==> src/ctc_pkg.sv <==
// Shared constants and types for the CTC greedy decoder.
package ctc_pkg;

    localparam int SCORE_W         = 16;
    localparam int CLASS_W         = 14;
    localparam int CFG_W           = 15;
    localparam int MAX_TIMESTEPS   = 1024;
    localparam int CNT_W           = $clog2(MAX_TIMESTEPS + 1);
    localparam int SUM_W           = SCORE_W + CNT_W;
    localparam int MIN_CLASSES     = 2;
    localparam int MAX_CLASSES     = 16384;
    localparam int NUM_CLASSES_RST = 6626;
    localparam int QUEUE_DEPTH     = 4;
    localparam int QPTR_W          = $clog2(QUEUE_DEPTH);
    localparam int STEP_W          = $clog2(SUM_W + 1);

    // one queued result, with the sequence totals snapshot for the mean
    typedef struct packed {
        logic                      token_valid;
        logic [CLASS_W-1:0]        token_index;
        logic signed [SCORE_W-1:0] token_score;
        logic                      seq_done;
        logic signed [SUM_W-1:0]   sum;
        logic [CNT_W-1:0]          count;
    } entry_t;

    typedef struct packed {
        logic                      token_valid;
        logic [CLASS_W-1:0]        token_index;
        logic signed [SCORE_W-1:0] token_score;
        logic                      seq_done;
        logic [SCORE_W-1:0]        mean_score;
    } result_t;

    typedef struct packed {
        logic push;
        logic pop;
    } queue_ctl_t;

    typedef struct packed {
        logic full;
        logic empty;
    } queue_stat_t;

endpackage

==> src/ctc_ifs.sv <==
// Stream interfaces for the score input and the result output.
interface ctc_score_if;
    logic                                valid;
    logic                                ready;
    logic signed [ctc_pkg::SCORE_W-1:0]  class_score;
    logic                                seq_end;

    modport source (output valid, output class_score, output seq_end, input ready);
    modport sink   (input valid, input class_score, input seq_end, output ready);
endinterface

interface ctc_result_if;
    logic                                valid;
    logic                                ready;
    logic                                token_valid;
    logic [ctc_pkg::CLASS_W-1:0]         token_index;
    logic signed [ctc_pkg::SCORE_W-1:0]  token_score;
    logic                                seq_done;
    logic [ctc_pkg::SCORE_W-1:0]         mean_score;

    modport source (output valid, output token_valid, output token_index,
                    output token_score, output seq_done, output mean_score,
                    input ready);
    modport sink   (input valid, input token_valid, input token_index,
                    input token_score, input seq_done, input mean_score,
                    output ready);
endinterface

==> src/ctc_front.sv <==
// Front end: running argmax, row evaluation and token accounting.
module ctc_front (
    input  logic                          clk,
    input  logic                          rst_n,
    input  logic [ctc_pkg::CLASS_W-1:0]   last_pos,
    input  logic                          queue_full,
    ctc_score_if.sink                     score,
    output logic                          push,
    output ctc_pkg::entry_t               entry
);

    logic [ctc_pkg::CLASS_W-1:0]        class_pos_reg, class_pos_next;
    logic signed [ctc_pkg::SCORE_W-1:0] best_value_reg, best_value_next;
    logic [ctc_pkg::CLASS_W-1:0]        best_class_reg, best_class_next;
    logic [ctc_pkg::CLASS_W-1:0]        prev_winner_reg, prev_winner_next;
    logic                               prev_known_reg, prev_known_next;
    logic signed [ctc_pkg::SUM_W-1:0]   score_sum_reg, score_sum_next;
    logic [ctc_pkg::CNT_W-1:0]          token_count_reg, token_count_next;

    logic                               fire;
    logic                               take;
    logic signed [ctc_pkg::SCORE_W-1:0] cur_value;
    logic [ctc_pkg::CLASS_W-1:0]        cur_class;
    logic                               row_end;
    logic                               tok;
    logic                               counted;
    logic signed [ctc_pkg::SUM_W-1:0]   sum_upd;
    logic [ctc_pkg::CNT_W-1:0]          cnt_upd;

    assign score.ready = !queue_full;
    assign fire        = score.valid && score.ready;

    assign take      = (class_pos_reg == '0) || (score.class_score > best_value_reg);
    assign cur_value = take ? score.class_score : best_value_reg;
    assign cur_class = take ? class_pos_reg : best_class_reg;
    assign row_end   = (class_pos_reg >= last_pos);
    assign tok       = row_end && (cur_class != '0)
                       && (!prev_known_reg || (cur_class != prev_winner_reg));
    assign counted   = tok
                       && (token_count_reg < ctc_pkg::CNT_W'(ctc_pkg::MAX_TIMESTEPS));

    assign sum_upd = counted
        ? score_sum_reg + {{(ctc_pkg::SUM_W-ctc_pkg::SCORE_W){cur_value[ctc_pkg::SCORE_W-1]}},
                           cur_value}
        : score_sum_reg;
    assign cnt_upd = counted ? token_count_reg + ctc_pkg::CNT_W'(1) : token_count_reg;

    assign push = fire && (tok || score.seq_end);

    always_comb
    begin
        entry.token_valid = tok;
        entry.token_index = tok ? cur_class - ctc_pkg::CLASS_W'(1) : '0;
        entry.token_score = tok ? cur_value : '0;
        entry.seq_done    = score.seq_end;
        entry.sum         = sum_upd;
        entry.count       = cnt_upd;
    end

    always_comb
    begin
        class_pos_next   = class_pos_reg;
        best_value_next  = best_value_reg;
        best_class_next  = best_class_reg;
        prev_winner_next = prev_winner_reg;
        prev_known_next  = prev_known_reg;
        score_sum_next   = score_sum_reg;
        token_count_next = token_count_reg;
        if (fire)
        begin
            best_value_next  = cur_value;
            best_class_next  = cur_class;
            score_sum_next   = sum_upd;
            token_count_next = cnt_upd;
            if (row_end)
            begin
                prev_winner_next = cur_class;
                prev_known_next  = 1'b1;
                class_pos_next   = '0;
            end
            else
            begin
                class_pos_next = class_pos_reg + ctc_pkg::CLASS_W'(1);
            end
            if (score.seq_end)
            begin
                class_pos_next   = '0;
                best_value_next  = '0;
                best_class_next  = '0;
                prev_winner_next = '0;
                prev_known_next  = 1'b0;
                score_sum_next   = '0;
                token_count_next = '0;
            end
        end
    end

    always_ff @(posedge clk or negedge rst_n)
    begin
        if (!rst_n)
        begin
            class_pos_reg   <= '0;
            best_value_reg  <= '0;
            best_class_reg  <= '0;
            prev_winner_reg <= '0;
            prev_known_reg  <= 1'b0;
            score_sum_reg   <= '0;
            token_count_reg <= '0;
        end
        else
        begin
            class_pos_reg   <= class_pos_next;
            best_value_reg  <= best_value_next;
            best_class_reg  <= best_class_next;
            prev_winner_reg <= prev_winner_next;
            prev_known_reg  <= prev_known_next;
            score_sum_reg   <= score_sum_next;
            token_count_reg <= token_count_next;
        end
    end

endmodule

==> src/ctc_queue.sv <==
// Small FIFO between front and back ends.
module ctc_queue (
    input  logic                 clk,
    input  logic                 rst_n,
    input  ctc_pkg::queue_ctl_t  ctl,
    input  ctc_pkg::entry_t      wr_data,
    output ctc_pkg::entry_t      rd_data,
    output ctc_pkg::queue_stat_t stat
);

    ctc_pkg::entry_t             mem_reg [ctc_pkg::QUEUE_DEPTH];
    logic [ctc_pkg::QPTR_W-1:0]  wr_ptr_reg, wr_ptr_next;
    logic [ctc_pkg::QPTR_W-1:0]  rd_ptr_reg, rd_ptr_next;
    logic [ctc_pkg::QPTR_W:0]    fill_reg, fill_next;
    logic                        do_push;
    logic                        do_pop;

    assign stat.full  = (fill_reg == (ctc_pkg::QPTR_W+1)'(ctc_pkg::QUEUE_DEPTH));
    assign stat.empty = (fill_reg == '0);
    assign do_push    = ctl.push && !stat.full;
    assign do_pop     = ctl.pop && !stat.empty;
    assign rd_data    = mem_reg[rd_ptr_reg];

    always_comb
    begin
        wr_ptr_next = do_push ? wr_ptr_reg + ctc_pkg::QPTR_W'(1) : wr_ptr_reg;
        rd_ptr_next = do_pop ? rd_ptr_reg + ctc_pkg::QPTR_W'(1) : rd_ptr_reg;
        fill_next   = fill_reg;
        if (do_push && !do_pop)
            fill_next = fill_reg + (ctc_pkg::QPTR_W+1)'(1);
        else if (do_pop && !do_push)
            fill_next = fill_reg - (ctc_pkg::QPTR_W+1)'(1);
    end

    always_ff @(posedge clk)
    begin
        if (do_push)
            mem_reg[wr_ptr_reg] <= wr_data;
    end

    always_ff @(posedge clk or negedge rst_n)
    begin
        if (!rst_n)
        begin
            wr_ptr_reg <= '0;
            rd_ptr_reg <= '0;
            fill_reg   <= '0;
        end
        else
        begin
            wr_ptr_reg <= wr_ptr_next;
            rd_ptr_reg <= rd_ptr_next;
            fill_reg   <= fill_next;
        end
    end

endmodule

==> src/ctc_back.sv <==
// Back end: mean divider and output register.
module ctc_back (
    input  logic                 clk,
    input  logic                 rst_n,
    input  ctc_pkg::entry_t      head,
    input  ctc_pkg::queue_stat_t stat,
    output logic                 pop,
    ctc_result_if.source         result
);

    typedef enum logic [1:0] {
        S_IDLE = 2'b01,
        S_DIV  = 2'b10
    } state_t;

    localparam logic [ctc_pkg::SUM_W-1:0] SCORE_ONE = ctc_pkg::SUM_W'(1) << (ctc_pkg::SCORE_W-1);

    state_t                          state_reg, state_next;
    logic                            out_valid_reg, out_valid_next;
    ctc_pkg::result_t                out_reg, out_next;
    ctc_pkg::entry_t                 hold_reg, hold_next;
    logic [ctc_pkg::CNT_W:0]         rem_reg, rem_next;
    logic [ctc_pkg::SUM_W-1:0]       quo_reg, quo_next;
    logic [ctc_pkg::STEP_W-1:0]      step_reg, step_next;

    logic                            slot_free;
    logic                            need_div;
    logic [ctc_pkg::CNT_W:0]         trial;
    logic [ctc_pkg::CNT_W:0]         den;
    logic [ctc_pkg::SCORE_W-1:0]     mean_clamped;

    assign slot_free = !out_valid_reg || result.ready;
    assign need_div  = head.seq_done && (head.count != '0)
                       && !head.sum[ctc_pkg::SUM_W-1] && (head.sum != '0);
    assign den       = {1'b0, hold_reg.count};
    assign trial     = {rem_reg[ctc_pkg::CNT_W-1:0], quo_reg[ctc_pkg::SUM_W-1]};
    assign mean_clamped = (quo_reg > SCORE_ONE) ? SCORE_ONE[ctc_pkg::SCORE_W-1:0]
                                                : quo_reg[ctc_pkg::SCORE_W-1:0];
    assign pop = (state_reg == S_IDLE) && !stat.empty && slot_free;

    always_comb
    begin
        state_next     = state_reg;
        out_valid_next = out_valid_reg && !result.ready;
        out_next       = out_reg;
        hold_next      = hold_reg;
        rem_next       = rem_reg;
        quo_next       = quo_reg;
        step_next      = step_reg;
        unique case (state_reg)
            S_IDLE:
            begin
                if (pop)
                begin
                    if (need_div)
                    begin
                        hold_next  = head;
                        rem_next   = '0;
                        quo_next   = $unsigned(head.sum)
                                     + ctc_pkg::SUM_W'(head.count >> 1);
                        step_next  = ctc_pkg::STEP_W'(ctc_pkg::SUM_W);
                        state_next = S_DIV;
                    end
                    else
                    begin
                        out_valid_next       = 1'b1;
                        out_next.token_valid = head.token_valid;
                        out_next.token_index = head.token_index;
                        out_next.token_score = head.token_score;
                        out_next.seq_done    = head.seq_done;
                        out_next.mean_score  = '0;
                    end
                end
            end
            S_DIV:
            begin
                if (step_reg != '0)
                begin
                    // restoring step: one quotient bit per cycle
                    if (trial >= den)
                    begin
                        rem_next = trial - den;
                        quo_next = {quo_reg[ctc_pkg::SUM_W-2:0], 1'b1};
                    end
                    else
                    begin
                        rem_next = trial;
                        quo_next = {quo_reg[ctc_pkg::SUM_W-2:0], 1'b0};
                    end
                    step_next = step_reg - ctc_pkg::STEP_W'(1);
                end
                else if (slot_free)
                begin
                    out_valid_next       = 1'b1;
                    out_next.token_valid = hold_reg.token_valid;
                    out_next.token_index = hold_reg.token_index;
                    out_next.token_score = hold_reg.token_score;
                    out_next.seq_done    = hold_reg.seq_done;
                    out_next.mean_score  = mean_clamped;
                    state_next           = S_IDLE;
                end
            end
            default:
            begin
                state_next = S_IDLE;
            end
        endcase
    end

    always_ff @(posedge clk)
    begin
        out_reg  <= out_next;
        hold_reg <= hold_next;
        rem_reg  <= rem_next;
        quo_reg  <= quo_next;
    end

    always_ff @(posedge clk or negedge rst_n)
    begin
        if (!rst_n)
        begin
            state_reg     <= S_IDLE;
            out_valid_reg <= 1'b0;
            step_reg      <= '0;
        end
        else
        begin
            state_reg     <= state_next;
            out_valid_reg <= out_valid_next;
            step_reg      <= step_next;
        end
    end

    assign result.valid       = out_valid_reg;
    assign result.token_valid = out_reg.token_valid;
    assign result.token_index = out_reg.token_index;
    assign result.token_score = out_reg.token_score;
    assign result.seq_done    = out_reg.seq_done;
    assign result.mean_score  = out_reg.mean_score;

endmodule

==> src/ctc_greedy_decoder_top.sv <==
// Top level of the CTC greedy decoder: config register, front, queue, back.
//
//  channel  | dir | transfer holds
//  ---------+-----+---------------------------------------------------------
//  score    | in  | class_score (Q1.15 signed), seq_end
//  result   | out | token_valid, token_index, token_score, seq_done, mean_score
//  cfg      | in  | cfg_we / cfg_wdata: num_classes, no read-back
//
//  One score transfer per cycle while the queue has room; the front end
//  (argmax compare plus sum update) sets that figure. A row end producing a
//  token gives a result once its entry has passed the queue and the result
//  register. A sequence end with a positive sum runs the back-end restoring
//  divider while the 4-entry queue keeps absorbing front-end results.
//  Reset is asynchronous, active low; num_classes returns to 6626.
//  The result register holds its data while ready is low.
module ctc_greedy_decoder_top (
    input  logic                        clk,
    input  logic                        rst_n,
    input  logic                        cfg_we,
    input  logic [ctc_pkg::CFG_W-1:0]   cfg_wdata,
    ctc_score_if.sink                   score,
    ctc_result_if.source                result
);

    logic [ctc_pkg::CFG_W-1:0]   num_classes_reg;
    logic [ctc_pkg::CFG_W-1:0]   eff_classes;
    logic [ctc_pkg::CLASS_W-1:0] last_pos;

    ctc_pkg::entry_t             push_entry;
    ctc_pkg::entry_t             head_entry;
    ctc_pkg::queue_ctl_t         qctl;
    ctc_pkg::queue_stat_t        qstat;
    logic                        push;
    logic                        pop;

    always_ff @(posedge clk or negedge rst_n)
    begin
        if (!rst_n)
            num_classes_reg <= ctc_pkg::CFG_W'(ctc_pkg::NUM_CLASSES_RST);
        else if (cfg_we)
            num_classes_reg <= cfg_wdata;
    end

    // out-of-range class counts saturate to the legal span
    always_comb
    begin
        priority if (num_classes_reg < ctc_pkg::CFG_W'(ctc_pkg::MIN_CLASSES))
            eff_classes = ctc_pkg::CFG_W'(ctc_pkg::MIN_CLASSES);
        else if (num_classes_reg > ctc_pkg::CFG_W'(ctc_pkg::MAX_CLASSES))
            eff_classes = ctc_pkg::CFG_W'(ctc_pkg::MAX_CLASSES);
        else
            eff_classes = num_classes_reg;
    end

    assign last_pos = ctc_pkg::CLASS_W'(eff_classes - ctc_pkg::CFG_W'(1));

    assign qctl.push = push;
    assign qctl.pop  = pop;

    ctc_front u_front (
        .clk        (clk),
        .rst_n      (rst_n),
        .last_pos   (last_pos),
        .queue_full (qstat.full),
        .score      (score),
        .push       (push),
        .entry      (push_entry)
    );

    ctc_queue u_queue (
        .clk     (clk),
        .rst_n   (rst_n),
        .ctl     (qctl),
        .wr_data (push_entry),
        .rd_data (head_entry),
        .stat    (qstat)
    );

    ctc_back u_back (
        .clk    (clk),
        .rst_n  (rst_n),
        .head   (head_entry),
        .stat   (qstat),
        .pop    (pop),
        .result (result)
    );

endmodule
==> src/flat_wrapper.sv <==
// flat-port wrapper written by rule: the top's interface ports become plain ports
module ctc_greedy_decoder_top_flat 
  (clk, rst_n, cfg_we, cfg_wdata, score_valid, score_class_score, score_seq_end, score_ready, result_valid, result_token_valid, result_token_index, result_token_score, result_seq_done, result_mean_score, result_ready);
  ctc_score_if score_i ();
  ctc_result_if result_i ();
  input  logic clk;
  input  logic rst_n;
  input  logic cfg_we;
  input  logic [ctc_pkg::CFG_W-1:0] cfg_wdata;
  input wire logic [$bits(score_i.valid)-1:0] score_valid;
  input wire logic [$bits(score_i.class_score)-1:0] score_class_score;
  input wire logic [$bits(score_i.seq_end)-1:0] score_seq_end;
  output wire logic [$bits(score_i.ready)-1:0] score_ready;
  output wire logic [$bits(result_i.valid)-1:0] result_valid;
  output wire logic [$bits(result_i.token_valid)-1:0] result_token_valid;
  output wire logic [$bits(result_i.token_index)-1:0] result_token_index;
  output wire logic [$bits(result_i.token_score)-1:0] result_token_score;
  output wire logic [$bits(result_i.seq_done)-1:0] result_seq_done;
  output wire logic [$bits(result_i.mean_score)-1:0] result_mean_score;
  input wire logic [$bits(result_i.ready)-1:0] result_ready;
  assign score_i.valid = score_valid;
  assign score_i.class_score = score_class_score;
  assign score_i.seq_end = score_seq_end;
  assign score_ready = score_i.ready;
  assign result_valid = result_i.valid;
  assign result_token_valid = result_i.token_valid;
  assign result_token_index = result_i.token_index;
  assign result_token_score = result_i.token_score;
  assign result_seq_done = result_i.seq_done;
  assign result_mean_score = result_i.mean_score;
  assign result_i.ready = result_ready;
  ctc_greedy_decoder_top u_core (.clk(clk), .rst_n(rst_n), .cfg_we(cfg_we), .cfg_wdata(cfg_wdata), .score(score_i), .result(result_i));
endmodule
==> config.mk <==
export PLATFORM = sky130hd
export DESIGN_NAME = ctc_greedy_decoder_top_flat
export DESIGN_NICKNAME = d
export VERILOG_FILES = /design/src/ctc_pkg.sv /design/src/ctc_ifs.sv /design/src/ctc_front.sv /design/src/ctc_queue.sv /design/src/ctc_back.sv /design/src/ctc_greedy_decoder_top.sv /design/src/flat_wrapper.sv
export SDC_FILE = /design/constraint.sdc
export NUM_CORES = 1
export LEC_CHECK = 0
export BUFFER_PORTS_ARGS = -buffer_cell sky130_fd_sc_hd__buf_2
export CELL_PAD_IN_SITES_DETAIL_PLACEMENT = 1
export CELL_PAD_IN_SITES_GLOBAL_PLACEMENT = 1
export CORE_MARGIN = 2
export CORE_UTILIZATION = 35
export CTS_BUF_LIST = sky130_fd_sc_hd__clkbuf_4 sky130_fd_sc_hd__clkbuf_8
export DETAILED_ROUTE_END_ITERATION = 7
export PLACE_DENSITY_LB_ADDON = 0.05
export SYNTH_ARGS = -nofsm -noshare
export SYNTH_HDL_FRONTEND = slang
export SYNTH_SLANG_ARGS = --single-unit
==> constraint.sdc <==
create_clock -name clk -period 7.1 [get_ports clk]
set_clock_uncertainty 0.15 [all_clocks]
set_input_delay 0.355 -clock clk [delete_from_list [all_inputs] [get_ports clk]]
set_output_delay 0.355 -clock clk [all_outputs]
set_load 0.02 [all_outputs]
# Word-level counts from Yosys, hierarchy flattened

Memory sizes are Yosys's and may differ from the RTL's.
Index checks and enable logic that the tools add are counted.

$add $sub $neg: 12
Order comparisons: 7
Equality and inequality tests: 10
Mux-type cells: 52
Reduce and logical (&&, ||, !) cells: 41

Operators with widths:

| cell                    | number |
|---|---|
| $mux W48                | 4 |
| $mux W27                | 5 |
| $mux W14                | 9 |
| $pmux W48 S2            | 1 |
| $mux W11                | 6 |
| $mux W16                | 4 |
| $pmux W27 S2            | 1 |
| $sub A14 B1 Y14 const B | 2 |
| $add A27 B10 Y27        | 1 |
| $add A27 B27 Y27        | 1 |
| $gt A27 B16 Y1 const B  | 1 |
| $reduce_bool A27 Y1     | 1 |
| $pmux W11 S2            | 1 |
| $gt A16 B16 Y1          | 1 |
| $gt A15 B15 Y1 const B  | 1 |
| $logic_and A1 B1 Y1     | 15 |
| $lt A15 B2 Y1 const B   | 1 |
| $mux W5                 | 3 |
| $add A14 B1 Y14 const B | 1 |
| $ge A14 B14 Y1          | 1 |
| $logic_not A14 Y1       | 1 |
| $ne A14 B14 Y1          | 1 |
| $reduce_bool A14 Y1     | 1 |
| $ge A12 B11 Y1          | 1 |
| 28 further kinds        | 58 |

Flip-flop bits (word level): 256
Memory bits (writable): 280
Input port bits: 37
Output and inout bits: 50
Logic and storage cells: 149
Memories kept: 1

Memories:

| name                   | words | bits a word | rd ports | clocked after Yosys merged registers in | write ports | line            | source |
|---|---|---|---|---|---|---|---|
| u_core.u_queue.mem_reg | 4     | 70          | 1        | 0                                       | 1           | ctc_queue.sv:11 | `ctc_pkg::entry_t mem_reg [ctc_pkg::QUEUE_DEPTH];` |

# Longest topological paths before layout

Gate-level depths: netlist of the first run.

Depth in word-level cells: 14
Mapped depth: 25
Depth with buffers taken out: 24

# By module

From an unflattened synthesis of the first run, not the netlist that was laid out.

Cell total of the unflattened synthesis: 2023
Area total of the unflattened synthesis: 26541.7 um2

By module, submodules not included:

| module                 | times used | cells each | area each (um2) | seq. area each (um2) |
|---|---|---|---|---|
| ctc_queue              | 1          | 402        | 10601.4         | 8583.2 |
| ctc_front              | 1          | 949        | 7886.3          | 2427.3 |
| ctc_back               | 1          | 570        | 7030.5          | 4075.2 |
| ctc_greedy_decoder_top | 1          | 102        | 1023.5          | 384.1 |

# Worst setup path after synthesis of the first run

Ideal clock, no wire load.

Path type: register to register
Start: register u_core.num_classes_reg[4] (netlist bit)
End: memory u_core.u_queue.mem_reg[0][0] (netlist bit) (enable)
Setup time: 436 ps
Arrival: 5700 ps
Required time: 6514 ps
Path slack: 814 ps
Stages on the path, launching flop included: 21
Buffers on the path: 1
Clock period less this slack: 6286 ps
Cells stage by stage: dfrtp_1 > nor4_1 > nand2_1 > or3_1 > a21o_1 > ha_1 > o21ai_1 > nor4_1 > a21oi_1 > o21ai_0 > ha_1 > and4_1 > nand2_1 > o21ai_0 > o21ai_0 > o21ai_0 > o221ai_2 > or2_1 > clkbuf_1 > a21oi_4 > and2_1

Cells in the longest elaborated chain, start to end: 12
Elaborated cells between the ends (all ways): 13
Those cells by class: add/sub (1); order compare (3); mux (4); reduce/logical (5)

Ends and longest elaborated chain:

| what                             | line                         | source |
|---|---|---|
| start: declaration               | ctc_greedy_decoder_top.sv:25 | `logic [ctc_pkg::CFG_W-1:0] num_classes_reg;` |
| start signal: assignment         | ctc_greedy_decoder_top.sv:39 | `num_classes_reg <= ctc_pkg::CFG_W'(ctc_pkg::NUM_CLASSES_RST);` |
| start signal: assignment         | ctc_greedy_decoder_top.sv:41 | `num_classes_reg <= cfg_wdata;` |
| $gt A15 B15 Y1                   | ctc_greedy_decoder_top.sv:49 | `else if (num_classes_reg > ctc_pkg::CFG_W'(ctc_pkg::MAX_CLASSES))` |
| $mux W14                         | ctc_greedy_decoder_top.sv:49 |  |
| $mux W14 *                       | ctc_greedy_decoder_top.sv:47 | `priority if (num_classes_reg < ctc_pkg::CFG_W'(ctc_pkg::MIN_CLASSES))` |
| $sub A14 B1 Y14 *                | ctc_greedy_decoder_top.sv:55 | `assign last_pos = ctc_pkg::CLASS_W'(eff_classes - ctc_pkg::CFG_W'(1));` |
| $ge A14 B14 Y1 *                 | ctc_front.sv:36              | `assign row_end = (class_pos_reg >= last_pos);` |
| $logic_and A1 B1 Y1 *            | ctc_front.sv:37              | `assign tok = row_end && (cur_class != '0)` |
| $logic_and A1 B1 Y1 *            | ctc_front.sv:38              | `&& (!prev_known_reg \|\| (cur_class != prev_winner_reg));` |
| $logic_or A1 B1 Y1 *             | ctc_front.sv:48              | `assign push = fire && (tok \|\| score.seq_end);` |
| $logic_and A1 B1 Y1 *            | ctc_front.sv:48              |  |
| $logic_and A1 B1 Y1 *            | ctc_queue.sv:20              | `assign do_push = ctl.push && !stat.full;` |
| named net u_core.u_queue.do_push | ctc_queue.sv:15              | `logic do_push;` |
| $mux W1 *                        | ctc_queue.sv:37              | `if (do_push)` |
| $mux W1 (not written as such) *  | ctc_queue.sv:38              | `mem_reg[wr_ptr_reg] <= wr_data;` |
| end: declaration                 | ctc_queue.sv:11              |  |

The timed path passes the listed nets; every way through them passes the cells marked *.

# Worst setup path in the final report of the first run

Start: register u_core.num_classes_reg[4] (netlist bit)
End: memory u_core.u_queue.mem_reg[2][25] (netlist bit) (enable)

Same word-level chain as after synthesis.

==> impl_metrics.json, run 1 <==
{
  "final.setup.tns_ps": 0,
  "via_per_inst": 5.27,
  "chipHeight_um": 278,
  "slew_headroom_pct": 27.3,
  "ys_seq_area_share_pct": 58.9,
  "post_drt_wl_per_cell_um": 22.4,
  "timing.fmax_mhz": 165,
  "grt_remaining_overflow": 0,
  "die_area_um2": 77300,
  "drt_drc_violations_left": 0,
  "antenna_found_initial": 4,
  "cap_violations": 0,
  "synth_cell_type_count": 85,
  "clk_latency_ps": 720,
  "yosysMostFrequentCell": "edfxtp_1",
  "grt_pass1_vias": 18800,
  "drtIter0Drc": 966,
  "synthCells": 2099,
  "maxSlewViolCount": 0,
  "p_leak_uw": 0.0117,
  "start_util_pct": 35.3,
  "setup_viol": 0,
  "ir_drop_mv": 0.146,
  "pre_cts_slack_ps": 869,
  "synth_top_area_share_pct": 46.8,
  "grt_pass1_wl_mm": 116,
  "cts.repair.resized": 0,
  "syn_nets": 2231,
  "worstPathRequired_ps": 7310,
  "rr_worst_depth": 21,
  "syn_avg_cell_area_um2": 12.5,
  "ys_seq_elements": 536,
  "cts_sinks": 536,
  "p_per_area_nw_per_um2": 386,
  "cts-root-buf": "clkbuf_8",
  "num_vias": 17600,
  "async_flop_share_pct": 23.7,
  "cts_tree": "built",
  "core_um2": 74300,
  "cts_setup_buffers": 0,
  "worstPathArrival_ps": 6280,
  "dpl.hpwl_mm": 50.2,
  "rsz0062_at_grt": "no",
  "rows": 100,
  "ys_top_cells_by_area": "edfxtp_1 (47%), dfrtp_1 (11%), mux4_2 (6.0%)",
  "grt_start_max_net_pins": 62,
  "cp-start-kind": "flip-flop",
  "nets": 2412,
  "synth_common_cells": "edfxtp_1 (409), nand2_1 (306), dfrtp_1 (119)",
  "finalHoldViolCount": 0,
  "totalWireLength_mm": 74.7,
  "drive_gt1_share_pct": 19.2,
  "synth_ff_type": "edfxtp_1",
  "die_w_um": 278,
  "cp-end-kind": "flip-flop",
  "holdWs_ps": 94.7,
  "areaGrowthSynthToFinish_pct": 16.5,
  "ant_nets": 0,
  "track_usage_pct": 19.6,
  "synth_enable_flop_cells": 409,
  "gp_congestion": 0.784,
  "cts-buffers-inserted": 100,
  "hold_depth": 4,
  "yosysWarnings": 0,
  "period_share_pct": 85.4,
  "layout_min_cycle_time_ps": 6070,
  "outcome": "finished, final reports clean",
  "worst-path-max-fanout": 23,
  "layout_setup_ws_ps": 1030,
  "hp-class": "in -> reg",
  "dr.pass1.iters": 4,
  "path_clk_slew_ps": 50,
  "syn_area_um2": 26300,
  "n_fill_cell": 7849,
  "largest_register_ffs": 280,
  "io_buffer_count": 86,
  "clockBufferDepth": 3,
  "synth_top_cell_by_area": "edfxtp_1",
  "worst_slew_pin_slew_ps": 1090,
  "htree_levels": 3,
  "ios": 87,
  "critPathKind": "reg -> reg"
}
## per-stage QoR
step / power [uW] / area [um^2] / instances / utilization, %
6_report: 11800 / 30600 / 3337 / 41.2
5_1_grt: 12600 / 30600 / 3336 / 41.2
3_5_place_dp: 8830 / 28000 / 3096 / 37.6
2_1_floorplan: 7380 / 26300 / 2099 / -
4_1_cts: 12000 / 30600 / 3335 / 41.1
3_3_place_gp: 8760 / 28000 / 3096 / 37.6
## worst max-delay path: stages (launching register included)
cell      delay (ps)
dfrtp_1          410
nor4_1           650
nand2_1          100
or3_1            430
a21o_1           240
ha_1             270
o21ai_1          320
nor4_1           120
a21oi_1          130
o21ai_0          130
ha_1             320
and4_1           160
nand2_1           60
o21ai_0          120
o21ai_0           90
o21ai_0          160
buf_4            170
o221ai_2         200
or2_1            340
a21oi_4          270
and2_4           470
buf_4            390
## final cells by class
class	count	area, um^2	area share [%]
diodes	2	5.00	0.0164
well taps	969	1210	3.96
flip-flops and latches	536	15500	50.6
inverters	94	353	1.15
clock inverters	39	313	1.02
clock buffers	149	1790	5.84
repair buffers	184	1370	4.49
multi-input cells	1364	10100	32.9
## layout by cell type (no fill, tap or decap), types with 61 or more instances in the layout
master | netlist | layout
edfxtp_1 | 409 | 409
nand2_1 | 306 | 305
dfrtp_1 | 119 | 117
o21ai_0 | 111 | 111
clkbuf_8 | 0 | 107
nor2_1 | 97 | 95
inv_1 | 93 | 93
ha_1 | 91 | 90
buf_2 | 20 | 85
xnor2_1 | 75 | 75
mux4_2 | 70 | 70
a21oi_1 | 61 | 61
## logic make-up after synthesis
kind of cell | count (synthesis) | synth area share [%]
multiplexers | 144 | 9.02
AND/OR/NAND/NOR | 635 | 11.2
AO/OA/AOI/OAI | 379 | 9.51
buffers and inverters | 199 | 3.00
XOR/XNOR | 111 | 3.70
adder cells (fa/ha/maj) | 95 | 4.64
flip-flops | 536 | 58.9
## per-layer routing
| layer | up-vias | track usage, % | part of all wire, % |
|---|---|---|---|
| met2 | 316 | 31.8 | 47 |
| met5 | - | 0 | 0.031 |
| met1 | 8968 | 27.7 | 48 |
| met3 | 92 | 2.89 | 3.4 |
| li1 | 8214 | - | - |
| met4 | 4 | 4.73 | 1.9 |
## power by group
part | leakage, uW | switching [uW] | internal (uW)
Clock | 0.00112 | 1360 | 1740
Sequential | 0.00554 | 344 | 4230
Combinational | 0.00504 | 2600 | 1540
## what timing repair did
| action | in CTS | in global routing |
|---|---|---|
| hold buffers | 51 | 0 |
| hold endpoints to repair | 65 | 0 |
| setup endpoints to repair | 0 | 0 |
## final timing paths
check                      slack [ps]                              startpoint                                             to
hold reg to reg                   340  u_core.u_queue.fill_reg[2]$_DFFE_PN0P_         u_core.u_queue.fill_reg[2]$_DFFE_PN0P_
hold / removal                     90                   score_class_score[15]  u_core.u_front.best_value_reg[15]$_DFFE_PN0P_
max in group asynchronous        4480                                   rst_n          u_core.num_classes_reg[3]$_DFFE_PN0P_
setup reg to reg                 1030   u_core.num_classes_reg[4]$_DFFE_PN0P_        u_core.u_queue.mem_reg[2][25]$_DFFE_PP_
min in group asynchronous         510                                   rst_n  u_core.u_front.token_count_reg[4]$_DFFE_PN0P_
setup / recovery                 1030   u_core.num_classes_reg[4]$_DFFE_PN0P_        u_core.u_queue.mem_reg[2][25]$_DFFE_PP_
(Power assumes the default switching activity.)
==> run 2: changes to the inputs <==
Settings changed: CORE_MARGIN 2 to not set, CORE_UTILIZATION 35 to 53, HOLD_SLACK_MARGIN set to 0.05.
==> run 2 against run 1 <==
Via count rose by 1.4%. Global-route usage rose by 8.0 points. Clock power down 6.8%. Highest routed layer unchanged. Worst setup slack got worse by 93 ps. Register-to-register slack lost 90 ps. Power fell by 2.6%.
==> impl_metrics.json, run 2 (synthesized netlist as in run 1, its figures left out) <==
{
  "grt_pass1_vias": 18900,
  "cap_violations": 0,
  "totalWireLength_mm": 68.2,
  "dr.pass1.iters": 8,
  "path_common_cell": "a21oi_1",
  "start_util_pct": 53.7,
  "ant_nets": 0,
  "path_cells": "inv_1 > ha_1 > and3_1 > nand3_1 > a32oi_1 > a311oi_2 > o21ai_2 > buf_4 > mux2i_1 > inv_1 > ha_1 > a21oi_1 > o21ai_0 > a2111oi_0 > a21oi_1 > a311oi_1 > o31ai_1 > a21oi_1 > xor2_1 > o21ai_0",
  "cts_tree": "built",
  "post_drt_wl_per_cell_um": 22.8,
  "outcome": "finished, final reports clean",
  "slowest_delay_ps": 600,
  "grt_pass1_wl_mm": 107,
  "rr_startpoint": "u_core.u_front.best_value_reg[14]$_DFFE_PN0P_",
  "maxSlewViolCount": 0,
  "num_vias": 17800,
  "cts_setup_buffers": 0,
  "critPathCapture": "u_core.u_queue.mem_reg[2][36]$_DFFE_PP_",
  "final.setup.tns_ps": 0,
  "cp-end-kind": "flip-flop",
  "worst_slew_pin_slew_ps": 1210,
  "layout_min_cycle_time_ps": 6160,
  "holdWs_ps": 105,
  "setup_viol": 0,
  "cp_top_family": "compound AO/OA/AOI/OAI gates",
  "slew_headroom_pct": 18.9,
  "chipHeight_um": 225,
  "io_buffer_count": 86,
  "p_leak_uw": 0.0115,
  "cp.depth": 20,
  "drive_gt1_share_pct": 18.2,
  "cts.repair.resized": 0,
  "finalHoldViolCount": 0,
  "drt_drc_violations_left": 0,
  "cts-root-buf": "clkbuf_8",
  "cts-buffers-inserted": 92,
  "antenna_cells": 0,
  "clk_latency_ps": 690,
  "cts_sinks": 536,
  "dpl.hpwl_mm": 45.6,
  "areaGrowthSynthToFinish_pct": 13.7,
  "grt_remaining_overflow": 0,
  "cp-startpoint": "u_core.u_front.best_value_reg[14]$_DFFE_PN0P_",
  "timing.fmax_mhz": 162,
  "largest_register_ffs": 280,
  "nets": 2389,
  "worst-path-max-fanout": 13,
  "die_area_um2": 50500,
  "cp-start-kind": "flip-flop",
  "path_clk_slew_ps": 60,
  "worst-path-buf-inv": 3,
  "clockBufferDepth": 3,
  "worstPathArrival_ps": 6370,
  "track_usage_pct": 27.6,
  "rr_worst_depth": 20,
  "drtIter0Drc": 1191,
  "gp_congestion": 0.849,
  "cp_slowest_cell": "o21ai_2",
  "rsz0062_at_grt": "no",
  "layout_common_cells": "edfxtp_1 (409), nand2_1 (305), dfrtp_1 (117)",
  "rrSetupSlack_ps": 940,
  "htree_levels": 3,
  "ir_drop_mv": 0.187,
  "period_share_pct": 86.8,
  "p_per_area_nw_per_um2": 385,
  "core_um2": 49000,
  "grt_start_max_net_pins": 72,
  "hp-class": "in -> reg",
  "worstReg2RegEnd": "u_core.u_queue.mem_reg[2][36]$_DFFE_PP_",
  "die_w_um": 225,
  "final_common_cell": "edfxtp_1",
  "critPathKind": "reg -> reg",
  "worstPathRequired_ps": 7310,
  "ios": 87,
  "via_per_inst": 5.95,
  "rows": 81,
  "antenna_found_initial": 4
}
==> run 2: cell count changes in the layout (fill, tap and decap cells not counted), moves of 3 or more <==
cell and change:
clkbuf_4 -6, inv_12 -3, clkinv_1 -6, inv_8 +4, buf_4 -12, clkbuf_8 -3
==> run 2: per-layer routing <==
metal  up-vias  share of wire (%)  GRT usage (%)
met5         -              0.054              0
met4         6                2.8           10.4
met3       112                4.3           4.13
met2       424                 48           45.2
met1      9136                 44           37.5
li1       8159                  -              -
==> run 2: what timing repair did <==
action	4_1_cts	5_1_grt
hold buffers	49	0
hold endpoints to repair	93	0
setup endpoints to repair	0	0
==> run 2: report_power, final <==
| group | internal (uW) | leakage (uW) | switching [uW] |
|---|---|---|---|
| Sequential | 4230 | 0.00554 | 386 |
| Combinational | 1530 | 0.00496 | 2480 |
| Clock | 1610 | 0.00103 | 1280 |
==> run 2: how the worst min path moves through the flow <==
stage | startpoint | slack (ps) | end | cells past startpoint
2_1_floorplan | rst_n | -90 | u_core.num_classes_reg[0]$_DFFE_PN0P_ | 0
3_3_place_gp | rst_n | 260 | u_core.u_back.step_reg[3]$_DFFE_PN0P_ | 1
3_5_place_dp | rst_n | 250 | u_core.u_back.step_reg[3]$_DFFE_PN0P_ | 1
4_1_cts | score_class_score[3] | 50 | u_core.u_front.best_value_reg[3]$_DFFE_PN0P_ | 3
5_1_grt | score_class_score[3] | 90 | u_core.u_front.best_value_reg[3]$_DFFE_PN0P_ | 3
6_report | score_class_score[3] | 100 | u_core.u_front.best_value_reg[3]$_DFFE_PN0P_ | 3
==> run 2: area by class of cell <==
cell class                      count  area (um^2)
Fill cell                        4941        19100
Timing Repair Buffer              169         1230
Clock buffer                      140         1700
Clock inverter                     29          208
Multi-Input combinational cell   1364        10100
Sequential cell                   536        15500
Tap cell                          664          831
Inverter                           94          353
==> run 2: through the flow <==
| stage | worst slack [ps] | total power [uW] | area, um^2 | std cells | util, % |
|---|---|---|---|---|---|
| finish | 940 | 11500 | 29900 | 2996 | 61.0 |
| global route | 506 | 12100 | 29900 | 2996 | 61.0 |
| CTS | 963 | 11600 | 29900 | 2996 | 61.0 |
| detailed placement | 1000 | 8650 | 27500 | 2778 | 56.1 |
| global placement | 1110 | 8460 | 27500 | 2778 | 56.1 |
| floorplan | 814 | 7380 | 26300 | 2099 | - |
==> run 2: worst min-delay path: cells and delay by family <==
kind / cells / cell delay, ps
compound gates: 1 / 170
buf+inv: 1 / 160
mux: 1 / 180
==> run 3: changes to the inputs <==
Settings changed: BUFFER_PORTS_ARGS -buffer_cell sky130_fd_sc_hd__buf_2 to not set, CORE_UTILIZATION 53 to 55, DONT_BUFFER_PORTS set to 1.
==> run 3 against run 2 <==
The flow now finishes with violations (design-rule violations). Non-clock buffer count is 99 lower. Register-to-register slack worse by 360 ps. Worst hold slack got worse by 6.0 ps. Sequential share of layout area up 1.2 points. First-iteration DRC count increased by 8.1%. Combinational power down 7.2%. Via count fell by 1.1%. Sequential power rose by 4%. Fmax is 5.5% lower. Largest power group unchanged. Highest routed layer is now met4.
==> impl_metrics.json, run 3 (synthesized netlist as in run 1, its figures left out) <==
{
  "outcome": "finished, violations left",
  "failed_checks": "design-rule violations",
  "start_util_pct": 56.1,
  "path_clk_slew_ps": 70,
  "antenna_found_initial": 1,
  "io_buffer_count": 0,
  "rrSetupSlack_ps": 580,
  "rr_startpoint": "u_core.u_front.best_value_reg[4]$_DFFE_PN0P_",
  "dpl.hpwl_mm": 45.0,
  "worst-path-max-fanout": 16,
  "p_seq_share_pct": 42.5,
  "critPathCapture": "u_core.u_queue.mem_reg[2][36]$_DFFE_PP_",
  "track_usage_pct": 29.1,
  "drtIter0Drc": 1288,
  "cp-end-kind": "flip-flop",
  "rsz0062_at_grt": "no",
  "p_leak_uw": 0.0111,
  "drt_drc_violations_left": 14,
  "dr.pass1.iters": 8,
  "layout_min_cycle_time_ps": 6520,
  "cts_tree": "built",
  "utilization_pct": 62.3,
  "switching_share_pct": 36.4,
  "nets": 2287,
  "fin_total_pwr_uw": 11300,
  "post_drt_wl_per_cell_um": 24.4,
  "cp_slowest_cell": "o21ai_2",
  "path_common_cell": "a21oi_1",
  "slew_headroom_pct": 25.9,
  "n_fill_cell": 4615,
  "die_w_um": 221,
  "power.clock.fraction_pct": 24.6,
  "largest_register_ffs": 280,
  "totalWireLength_mm": 69.1,
  "clockBufferDepth": 3,
  "layout_common_cells": "edfxtp_1 (409), nand2_1 (305), dfrtp_1 (117)",
  "hp-class": "in -> async",
  "ant_nets": 0,
  "grt_pass1_vias": 18500,
  "rows": 79,
  "critPathKind": "reg -> reg",
  "cts.repair.resized": 0,
  "slowest_delay_ps": 900,
  "power_switching_uw": 4120,
  "drive_gt1_share_pct": 14.9,
  "cts-root-buf": "clkbuf_8",
  "worst_slew_pin_slew_ps": 1110,
  "maxSlewViolCount": 0,
  "p_comb_share_pct": 32.9,
  "intPower_uw": 7180,
  "chipHeight_um": 221,
  "cts-buffers-inserted": 89,
  "htree_levels": 3,
  "path_cells": "inv_1 > ha_1 > and4_1 > nand4_1 > a21oi_1 > a311oi_2 > o21ai_2 > mux2i_1 > inv_1 > ha_1 > a21oi_1 > o21ai_0 > a2111oi_0 > a21oi_1 > a311oi_1 > o31ai_1 > a21oi_1 > xor2_1 > o21ai_0",
  "worstReg2RegEnd": "u_core.u_queue.mem_reg[2][36]$_DFFE_PP_",
  "rr_worst_depth": 19,
  "grt_remaining_overflow": 0,
  "cp-startpoint": "u_core.u_front.best_value_reg[4]$_DFFE_PN0P_",
  "period_share_pct": 91.8,
  "cap_violations": 0,
  "setup_viol": 0,
  "worstPathRequired_ps": 7340,
  "clk_latency_ps": 690,
  "grt_pass1_wl_mm": 107,
  "cp-start-kind": "flip-flop",
  "die_area_um2": 48600,
  "cts_sinks": 536,
  "p_per_area_nw_per_um2": 387,
  "num_vias": 17600,
  "gp_congestion": 0.847,
  "areaGrowthSynthToFinish_pct": 11.2,
  "via_per_inst": 6.22,
  "grt_start_max_net_pins": 128,
  "worstPathArrival_ps": 6750,
  "timing.fmax_mhz": 153,
  "ios": 87,
  "final.setup.tns_ps": 0,
  "ir_drop_mv": 0.272,
  "finalHoldViolCount": 0,
  "final_common_cell": "edfxtp_1",
  "core_um2": 46900
}
-- run 3: cell count changes in the layout (fill, tap and decap cells not counted), sizes merged, moves of 2 or more --
cell         delta
clkinv          +5
inv             -3
clkinvlp        +2
diode           +2
buf            -85
dlygate4sd3    -14
clkbuf          -9
-- run 3: worst max-delay path: cells and delay by family (launching register included) --
kind | cells | cell delay [ps]
adder cells (fa/ha/maj) | 2 | 570
flip-flops | 1 | 390
buffers and inverters | 2 | 200
multiplexers | 1 | 730
AND/OR/NAND/NOR | 2 | 360
AO/OA/AOI/OAI | 11 | 3580
XOR/XNOR | 1 | 240
-- run 3: layer usage --
metal  track usage (%)  wire (um)  up-vias
li1                  -          -     7942
met2              47.6      33400      471
met4              8.26       1580        0
met5                 0          0        -
met1              39.8      30400     9100
met3              5.59       3760      119
-- run 3: timing repair --
action	in CTS	in global routing
hold buffers	37	0
setup buffers	0	0
hold endpoints to repair	246	0
-- run 3: final cells by class --
| class | count | area, um^2 | area share (%) |
|---|---|---|---|
| flip-flops and latches | 536 | 15500 | 53.0 |
| multi-input cells | 1364 | 10100 | 34.5 |
| clock buffers | 131 | 1630 | 5.57 |
| well taps | 607 | 759 | 2.60 |
| repair buffers | 70 | 703 | 2.41 |
| inverters | 94 | 353 | 1.21 |
| clock inverters | 32 | 208 | 0.711 |
| diodes | 2 | 5.00 | 0.0171 |
-- run 3: power groups by stage --
stage / registers (uW) / clock network (uW) / logic (uW)
final: 4810 / 2780 / 3710
after global routing: 4890 / 2950 / 4040
after CTS: 4810 / 2830 / 3710
after detailed placement: 4870 / 0 / 3620
after global placement: 4820 / 0 / 3480
after floorplan: 4690 / 0 / 2680
-- run 3: how the worst min path moves through the flow --
stage                                                          endpoint  cells past startpoint
after floorplan                   u_core.num_classes_reg[0]$_DFFE_PN0P_                      0
after global placement            u_core.u_back.step_reg[2]$_DFFE_PN0P_                      0
after detailed placement          u_core.u_back.step_reg[2]$_DFFE_PN0P_                      0
after CTS                 u_core.u_front.token_count_reg[6]$_DFFE_PN0P_                      3
after global routing      u_core.u_front.token_count_reg[6]$_DFFE_PN0P_                      3
final                             u_core.u_back.step_reg[4]$_DFFE_PN0P_                      2
-- run 3: metrics by stage --
stage               worst slack, ps  instance area [um^2]  std cells  hold slack, ps
floorplan                       814                 26300       2099           -90.6
detailed placement              669                 26900       2634           -82.7
CTS                             613                 29200       2834            50.4
global route                   21.7                 29200       2834            72.8
finish                          584                 29200       2836            99.0
global placement                690                 26900       2634           -84.1
